===== src/hdl/eda_pkg.sv =====
// shared constants, types and command bundle of the euclidean distance accumulator
package eda_pkg;

    localparam int SAMPLE_BITS   = 16;
    localparam int ACC_BITS      = 48;
    localparam int FRACTION_BITS = 8;

    localparam int VALUE_BITS = 16;
    localparam int DIST_BITS  = 32;
    localparam int MAG_BITS   = SAMPLE_BITS + 1;
    localparam int SQ_BITS    = 2 * MAG_BITS;
    localparam int SUM_BITS   = ((ACC_BITS > SQ_BITS) ? ACC_BITS : SQ_BITS) + 1;
    localparam int SRC_BITS   = 2 * DIST_BITS;
    localparam int ROOT_ITERS = DIST_BITS + FRACTION_BITS;
    localparam int ROOT_BITS  = ROOT_ITERS;
    localparam int REM_BITS   = ROOT_BITS + 2;
    localparam int ITER_BITS  = $clog2(ROOT_ITERS);

    localparam logic [SUM_BITS-1:0] ACC_MAX =
        {{(SUM_BITS - ACC_BITS){1'b0}}, {ACC_BITS{1'b1}}};
    localparam logic [ITER_BITS-1:0] ITER_LAST = ITER_BITS'(ROOT_ITERS - 1);
    localparam logic [ROOT_BITS-1:0] DIST_MAX  =
        {{(ROOT_BITS - DIST_BITS){1'b0}}, {DIST_BITS{1'b1}}};

    typedef enum logic [1:0] {
        ST_ACCUM,
        ST_ROOT,
        ST_DONE
    } eda_state_t;

    typedef struct packed {
        logic load;       // capture a new element pair and square it
        logic accum;      // add the registered square into the sum
        logic root_init;  // seed the root engine with the new sum
        logic root_step;  // one digit of the root
        logic out_load;   // move the root into the output register
        logic clear;      // restart the sum and the overflow flag
    } eda_cmd_t;

endpackage


===== src/hdl/eda_ctrl.sv =====
// controller: input stage tracking, root sequencing and output register handshake
module eda_ctrl (
    input  logic              clk,
    input  logic              rst_n,
    input  logic              s_tvalid,
    output logic              s_tready,
    input  logic              s_tlast,
    output logic              m_tvalid,
    input  logic              m_tready,
    output eda_pkg::eda_cmd_t cmd
);
    import eda_pkg::*;

    eda_state_t           state_reg, state_next;
    logic                 stage_valid_reg, stage_valid_next;
    logic                 stage_last_reg, stage_last_next;
    logic                 out_valid_reg, out_valid_next;
    logic [ITER_BITS-1:0] iter_reg, iter_next;
    logic                 last_pending;
    logic                 accept;

    assign last_pending = stage_valid_reg && stage_last_reg;
    assign accept       = s_tvalid && s_tready;

    // next state
    always_comb
    begin
        state_next = state_reg;
        case (state_reg)
            ST_ACCUM:
            begin
                if (last_pending)
                begin
                    state_next = ST_ROOT;
                end
            end
            ST_ROOT:
            begin
                if (iter_reg == '0)
                begin
                    state_next = ST_DONE;
                end
            end
            ST_DONE:
            begin
                if (!out_valid_reg || m_tready)
                begin
                    state_next = ST_ACCUM;
                end
            end
            default:
            begin
                state_next = ST_ACCUM;
            end
        endcase
    end

    // outputs
    always_comb
    begin
        s_tready      = 1'b0;
        cmd           = '0;
        cmd.accum     = stage_valid_reg;
        case (state_reg)
            ST_ACCUM:
            begin
                s_tready      = !last_pending;
                cmd.root_init = last_pending;
            end
            ST_ROOT:
            begin
                cmd.root_step = 1'b1;
            end
            ST_DONE:
            begin
                cmd.out_load = !out_valid_reg || m_tready;
                cmd.clear    = !out_valid_reg || m_tready;
            end
            default:
            begin
                s_tready = 1'b0;
            end
        endcase
        cmd.load = s_tvalid && s_tready;
    end

    always_comb
    begin
        stage_valid_next = accept;
        stage_last_next  = accept ? s_tlast : stage_last_reg;
        out_valid_next   = cmd.out_load || (out_valid_reg && !m_tready);
        iter_next        = iter_reg;
        if (cmd.root_init)
        begin
            iter_next = ITER_LAST;
        end
        else if (cmd.root_step && (iter_reg != '0))
        begin
            iter_next = iter_reg - ITER_BITS'(1);
        end
    end

    always_ff @(posedge clk or negedge rst_n)
    begin
        if (!rst_n)
        begin
            state_reg       <= ST_ACCUM;
            stage_valid_reg <= 1'b0;
            stage_last_reg  <= 1'b0;
            out_valid_reg   <= 1'b0;
            iter_reg        <= '0;
        end
        else
        begin
            state_reg       <= state_next;
            stage_valid_reg <= stage_valid_next;
            stage_last_reg  <= stage_last_next;
            out_valid_reg   <= out_valid_next;
            iter_reg        <= iter_next;
        end
    end

    assign m_tvalid = out_valid_reg;

    // input is only taken while summing
    a_ready_in_accum: assert property (@(posedge clk) disable iff (!rst_n)
        s_tready |-> (state_reg == ST_ACCUM))
        else $error("input ready outside accumulate state");

    // a last pair in the square stage always starts the root
    a_last_starts_root: assert property (@(posedge clk) disable iff (!rst_n)
        last_pending |=> (state_reg == ST_ROOT))
        else $error("last pair did not start the root");

    // the root runs exactly its digit count
    a_root_ends: assert property (@(posedge clk) disable iff (!rst_n)
        (state_reg == ST_ROOT && iter_reg == '0) |=> (state_reg == ST_DONE))
        else $error("root sequence did not finish on time");

    // a held result is never overwritten
    a_no_overwrite: assert property (@(posedge clk) disable iff (!rst_n)
        cmd.out_load |-> (!out_valid_reg || m_tready))
        else $error("output register overwritten");

endmodule


===== src/hdl/eda_datapath.sv =====
// datapath: squared difference, saturating sum, bit-serial square root, output register
module eda_datapath (
    input  logic                             clk,
    input  logic                             rst_n,
    input  eda_pkg::eda_cmd_t                cmd,
    input  logic [eda_pkg::VALUE_BITS-1:0]   x_value,
    input  logic                             x_present,
    input  logic [eda_pkg::VALUE_BITS-1:0]   y_value,
    input  logic                             y_present,
    output logic [eda_pkg::DIST_BITS-1:0]    distance,
    output logic                             overflow
);
    import eda_pkg::*;

    logic signed [SAMPLE_BITS:0] x_s, y_s, diff;
    logic [MAG_BITS-1:0]         mag;
    logic [SQ_BITS-1:0]          sq_reg;
    logic [ACC_BITS-1:0]         acc_reg, acc_next;
    logic                        sat_reg, sat_next;
    logic [SUM_BITS-1:0]         sum;
    logic                        sum_ovf;
    logic [ACC_BITS-1:0]         acc_add;
    logic [SRC_BITS-1:0]         src_reg;
    logic [ROOT_BITS-1:0]        root_reg;
    logic [REM_BITS-1:0]         rem_reg;
    logic [REM_BITS-1:0]         rem_shift, trial;
    logic                        digit;
    logic [DIST_BITS-1:0]        dist_reg;
    logic                        ovf_reg;

    // absent elements count as zero
    always_comb
    begin
        x_s  = x_present ? (SAMPLE_BITS + 1)'(signed'(x_value[SAMPLE_BITS-1:0])) : '0;
        y_s  = y_present ? (SAMPLE_BITS + 1)'(signed'(y_value[SAMPLE_BITS-1:0])) : '0;
        diff = x_s - y_s;
        mag  = diff[SAMPLE_BITS] ? MAG_BITS'(-diff) : MAG_BITS'(diff);
    end

    always_ff @(posedge clk)
    begin
        if (cmd.load)
        begin
            sq_reg <= mag * mag;
        end
    end

    // saturating sum
    always_comb
    begin
        sum      = SUM_BITS'(acc_reg) + SUM_BITS'(sq_reg);
        sum_ovf  = sum > ACC_MAX;
        acc_add  = sum_ovf ? {ACC_BITS{1'b1}} : sum[ACC_BITS-1:0];
        acc_next = acc_reg;
        sat_next = sat_reg;
        if (cmd.clear)
        begin
            acc_next = '0;
            sat_next = 1'b0;
        end
        else if (cmd.accum)
        begin
            acc_next = acc_add;
            sat_next = sat_reg || sum_ovf;
        end
    end

    always_ff @(posedge clk or negedge rst_n)
    begin
        if (!rst_n)
        begin
            acc_reg <= '0;
            sat_reg <= 1'b0;
        end
        else
        begin
            acc_reg <= acc_next;
            sat_reg <= sat_next;
        end
    end

    // restoring root, two sum bits per digit, zero pairs for the fraction
    always_comb
    begin
        rem_shift = {rem_reg[REM_BITS-3:0], src_reg[SRC_BITS-1 -: 2]};
        trial     = {root_reg, 2'b01};
        digit     = rem_shift >= trial;
    end

    always_ff @(posedge clk)
    begin
        if (cmd.root_init)
        begin
            src_reg  <= SRC_BITS'(acc_next);
            root_reg <= '0;
            rem_reg  <= '0;
        end
        else if (cmd.root_step)
        begin
            src_reg  <= {src_reg[SRC_BITS-3:0], 2'b00};
            root_reg <= {root_reg[ROOT_BITS-2:0], digit};
            rem_reg  <= digit ? (rem_shift - trial) : rem_shift;
        end
    end

    always_ff @(posedge clk)
    begin
        if (cmd.out_load)
        begin
            dist_reg <= (root_reg > DIST_MAX) ? {DIST_BITS{1'b1}} : root_reg[DIST_BITS-1:0];
            ovf_reg  <= sat_reg;
        end
    end

    assign distance = dist_reg;
    assign overflow = ovf_reg;

endmodule


===== src/hdl/euclidean_distance_accumulator.sv =====
// top level of the euclidean distance accumulator
// Each input transfer carries one element pair of two vectors with a presence flag per
// element; an absent element counts as zero. The squared difference is added into a
// 48-bit saturating sum at one pair per clock: the pair is squared in the cycle it is
// accepted and added in the cycle after. The transfer with tlast set closes the vector:
// input is then held off while a bit-serial restoring square root produces one result
// digit per cycle, 40 digits (32 integer plus 8 fraction bits), and the next vector can
// start in the cycle that the result is first offered. The result is
// floor(sqrt(sum) * 256), clamped to 32 bits, with a flag that says the sum saturated.
// It sits in an output register; the next vector is accepted while it waits, and only a
// second finished root waits for the first result to be taken.
module euclidean_distance_accumulator (
    input  logic        clk,
    input  logic        rst_n,
    input  logic        s_tvalid,
    output logic        s_tready,
    input  logic [31:0] s_tdata,   // x_value [15:0], y_value [31:16]
    input  logic [1:0]  s_tuser,   // x_present [0], y_present [1]
    input  logic        s_tlast,   // last element pair of the vectors
    output logic        m_tvalid,
    input  logic        m_tready,
    output logic [31:0] m_tdata,   // distance [31:0], 8 fraction bits
    output logic        m_tuser    // overflow [0]
);
    import eda_pkg::*;

    eda_cmd_t cmd;

    eda_ctrl u_ctrl (
        .clk      (clk),
        .rst_n    (rst_n),
        .s_tvalid (s_tvalid),
        .s_tready (s_tready),
        .s_tlast  (s_tlast),
        .m_tvalid (m_tvalid),
        .m_tready (m_tready),
        .cmd      (cmd)
    );

    eda_datapath u_datapath (
        .clk       (clk),
        .rst_n     (rst_n),
        .cmd       (cmd),
        .x_value   (s_tdata[VALUE_BITS-1:0]),
        .x_present (s_tuser[0]),
        .y_value   (s_tdata[2*VALUE_BITS-1:VALUE_BITS]),
        .y_present (s_tuser[1]),
        .distance  (m_tdata),
        .overflow  (m_tuser)
    );

endmodule


===== config.mk =====
export PLATFORM = sky130hd
export DESIGN_NAME = euclidean_distance_accumulator
export DESIGN_NICKNAME = d
export VERILOG_FILES = /design/src/hdl/eda_pkg.sv /design/src/hdl/eda_ctrl.sv /design/src/hdl/eda_datapath.sv /design/src/hdl/euclidean_distance_accumulator.sv
export SDC_FILE = /design/constraint.sdc
export NUM_CORES = 1
export LEC_CHECK = 0
export BUFFER_PORTS_ARGS = -buffer_cell sky130_fd_sc_hd__buf_4
export CAP_MARGIN = 0
export CORE_UTILIZATION = 43
export DETAILED_ROUTE_END_ITERATION = 8
export PLACE_DENSITY_LB_ADDON = 0.25
export SLEW_MARGIN = 5
export SYNTH_ARGS = -nofsm -noshare
export SYNTH_HDL_FRONTEND = slang
export SYNTH_SLANG_ARGS = --single-unit

===== constraint.sdc =====
create_clock -name clk -period 3.2 [get_ports clk]
set_input_delay 0.32 -clock clk [delete_from_list [all_inputs] [get_ports clk]]
set_output_delay 0.32 -clock clk [all_outputs]
set_load 0.01 [all_outputs]

==> results.cfg <==
[drt]
drtPass1Iterations = 5
finalWirelength_um = 64100
avgViaCountPerCell = 5.27
first_iter_violations = 1264
ant_nets = 0
num_vias = 20659
drcViolationCount = 0
wl_per_cell_um = 16.3

[place]
hpwl_um = 49900
portBuffers = 73
place_congestion = 0.933

[worst_setup_path]
path_common_cell = fa_1
crit_required_ps = 3510
cp-end-kind = flip-flop
path_class = in -> reg
cpPeakStageDelay_ps = 550
critPathLaunch = s_tuser[1]
crit_slowest_cell = fa_1
cp-endpoint = u_datapath.sq_reg[23]$_DFFE_PP_
reg2reg_to = u_datapath.src_reg[46]$_DFFE_PP_
worst_r2r_path_depth = 12
worstPathMaxFanout = 14
worstPathArrival_ps = 8390
reg2reg_slack_ps = -90
reg2reg_from = u_datapath.sq_reg[0]$_DFFE_PP_
start_kind = input pin

[finish]
antenna_cells = 0
final_common_cell = buf_4
nets = 3583
drive_above_1_share_pct = 26.8
most-common-layout-cells = 496 x buf_4, 320 x inv_1, 244 x nand2_1, 187 x fa_1, 180 x ha_1
area_delta_synth_final_pct = 30.2
largest_register_ffs = 64

[timing]
hold_slack_ps = 82.2
finalSetupViolCount = 36
finClkSkew_ps = 33.0
min_period_over_period_pct = 252
finalWorstSetupSlack_ps = -4880
tightest_slew_ps = 849
drv_slew = 0
fin_crit_ps = 8080
max_freq_mhz = 124
finalHoldViolCount = 0
maxSlewHeadroom_pct = 43.4
rsz0062_at_grt = true

[min_path]
hp-class = in -> reg

[die]
die_width_um = 238
num_io_pins = 74
row_count = 86
dieArea_um2 = 56900
start_util_pct = 43.6
dieHeight_um = 238
coreArea_um2 = 55200

[cts]
cts_tree = done
cts_max_path_buffers = 3
root_buffer = clkbuf_16
clock-sinks = 270
htreeDepth = 1
numCtsBuffers = 29
clk_pin_slew_ps = 60
worstSkewPairLatency_ps = 580

[logic_synthesis]
synth_cell_types = 96
ys_seq_area_share_pct = 28.5
ys_warn_count = 0
syn_inst = 2679
syn_area_um2 = 24000
ys_ff_latch = 270
avgSynthCellArea_um2 = 8.97
synthFlopType = edfxtp_1
async_reset_ff_share_pct = 22.2
synth_edf_count = 114

[global_routing]
antenna_found_initial = 0
grtUsageTotal_pct = 22.2
grt_max_degree = 73
grt-ovfl-total = 0
grt_first_pass_wirelength_um = 104000
first_global_vias = 20994

[outcome]
failed_checks = setup timing
status = complete, but fails checks

[flow_run]
drv_cap = 0
[cells in the mapped netlist (18+ instances only)]
| cell type | count | area share [%] |
|---|---|---|
| and2_1 | 30 | 0.78 |
| nand3_1 | 105 | 2.2 |
| a31oi_1 | 18 | 0.47 |
| o21a_1 | 28 | 0.87 |
| ha_1 | 199 | 10 |
| fa_1 | 193 | 16 |
| inv_1 | 334 | 5.2 |
| o21ai_0 | 181 | 3.8 |
| nand2_1 | 254 | 4.0 |
| a211oi_1 | 29 | 0.91 |
| nand2b_1 | 25 | 0.65 |
| mux2i_1 | 32 | 1.3 |
| o211ai_1 | 22 | 0.69 |
| clkbuf_1 | 88 | 1.4 |
| dfrtp_1 | 60 | 6.2 |
| a21o_1 | 58 | 1.8 |
| xnor2_1 | 85 | 3.1 |
| xor2_1 | 38 | 1.4 |
| dfxtp_1 | 96 | 8.0 |
| nor2_1 | 212 | 3.3 |
| edfxtp_1 | 114 | 14 |
| and3_1 | 21 | 0.55 |
| nor3_1 | 42 | 0.87 |
| a21oi_1 | 147 | 3.1 |
[final cells by class]
| type | count | area, um2 |
|---|---|---|
| Inverter | 339 | 1280 |
| Timing Repair Buffer | 543 | 4390 |
| Multi-Input combinational cell | 1969 | 16900 |
| Clock inverter | 19 | 186 |
| Fill cell | 4843 | 23900 |
| Clock buffer | 35 | 758 |
| Sequential cell | 270 | 6850 |
| Tap cell | 748 | 936 |
[how the worst min path moves through the flow]
stage,from,endpoint,slack (ps),cells after the start
floorplan,rst_n,u_ctrl.iter_reg[0]$_DFFE_PN0P_,20,0
global placement,u_datapath.src_reg[47]$_DFFE_PP_,u_datapath.src_reg[49]$_SDFFE_PP0P_,430,2
detailed placement,u_datapath.src_reg[46]$_DFFE_PP_,u_datapath.src_reg[48]$_SDFFE_PP0P_,430,2
CTS,s_tvalid,u_ctrl.stage_valid_reg$_DFF_PN0_,70,2
global route,s_tvalid,u_ctrl.stage_valid_reg$_DFF_PN0_,90,2
finish,s_tvalid,u_ctrl.stage_valid_reg$_DFF_PN0_,80,2
[metal layers]
| layer | up-vias | track usage [%] | share of wire (%) |
|---|---|---|---|
| met5 | - | 0 | 0 |
| met1 | 10002 | 29.6 | 46 |
| met3 | 120 | 2.13 | 3.8 |
| met4 | 0 | 6.59 | 2.6 |
| met2 | 458 | 38.3 | 48 |
| li1 | 10079 | - | - |
[cells by family (layout without fill, tap and decap cells)]
family	Yosys count	in the layout	synth area share [%]
buffers and inverters	450	936	7.13
AOI/OAI and AO/OA	619	619	16.4
xor gates and xnor gates	128	128	4.87
other	2	12	0.0312
and+or+nand+nor	780	780	15.0
DFF	270	270	28.5
adders and majority gates	392	392	26.4
muxes	38	38	1.61
[worst max-delay path, delay by kind of cell]
kind / cells / cell delay, ps
compound gates: 9 / 1890
buf+inv: 13 / 1310
xor+xnor: 2 / 270
fa+ha+maj: 9 / 3720
simple gates: 5 / 860
[repair_timing]
action,4_1_cts,5_1_grt
endpoints found under the hold margin,61,0
endpoints found under the setup margin,122,92
setup buffers,20,26
gates cloned,0,2
hold buffers,2,0
pin swaps,53,97
gates resized for setup,76,191
[per-stage QoR]
stage                     TNS [ps]  setup WS (ps)  cells  utilization [%]  area [um2]
after floorplan            -121850          -5020   2689                -       24500
after global placement     -146710          -5540   3822             52.1       28800
after detailed placement   -154600          -5830   3822             52.1       28800
after CTS                  -116780          -4870   3897             54.8       30200
after global routing       -129580          -5160   3923             56.7       31300
final                      -118960          -4880   3923             56.7       31300
Power is not shown: default switching activity piles up to over one toggle a cycle in this logic, so the estimate is an artifact.
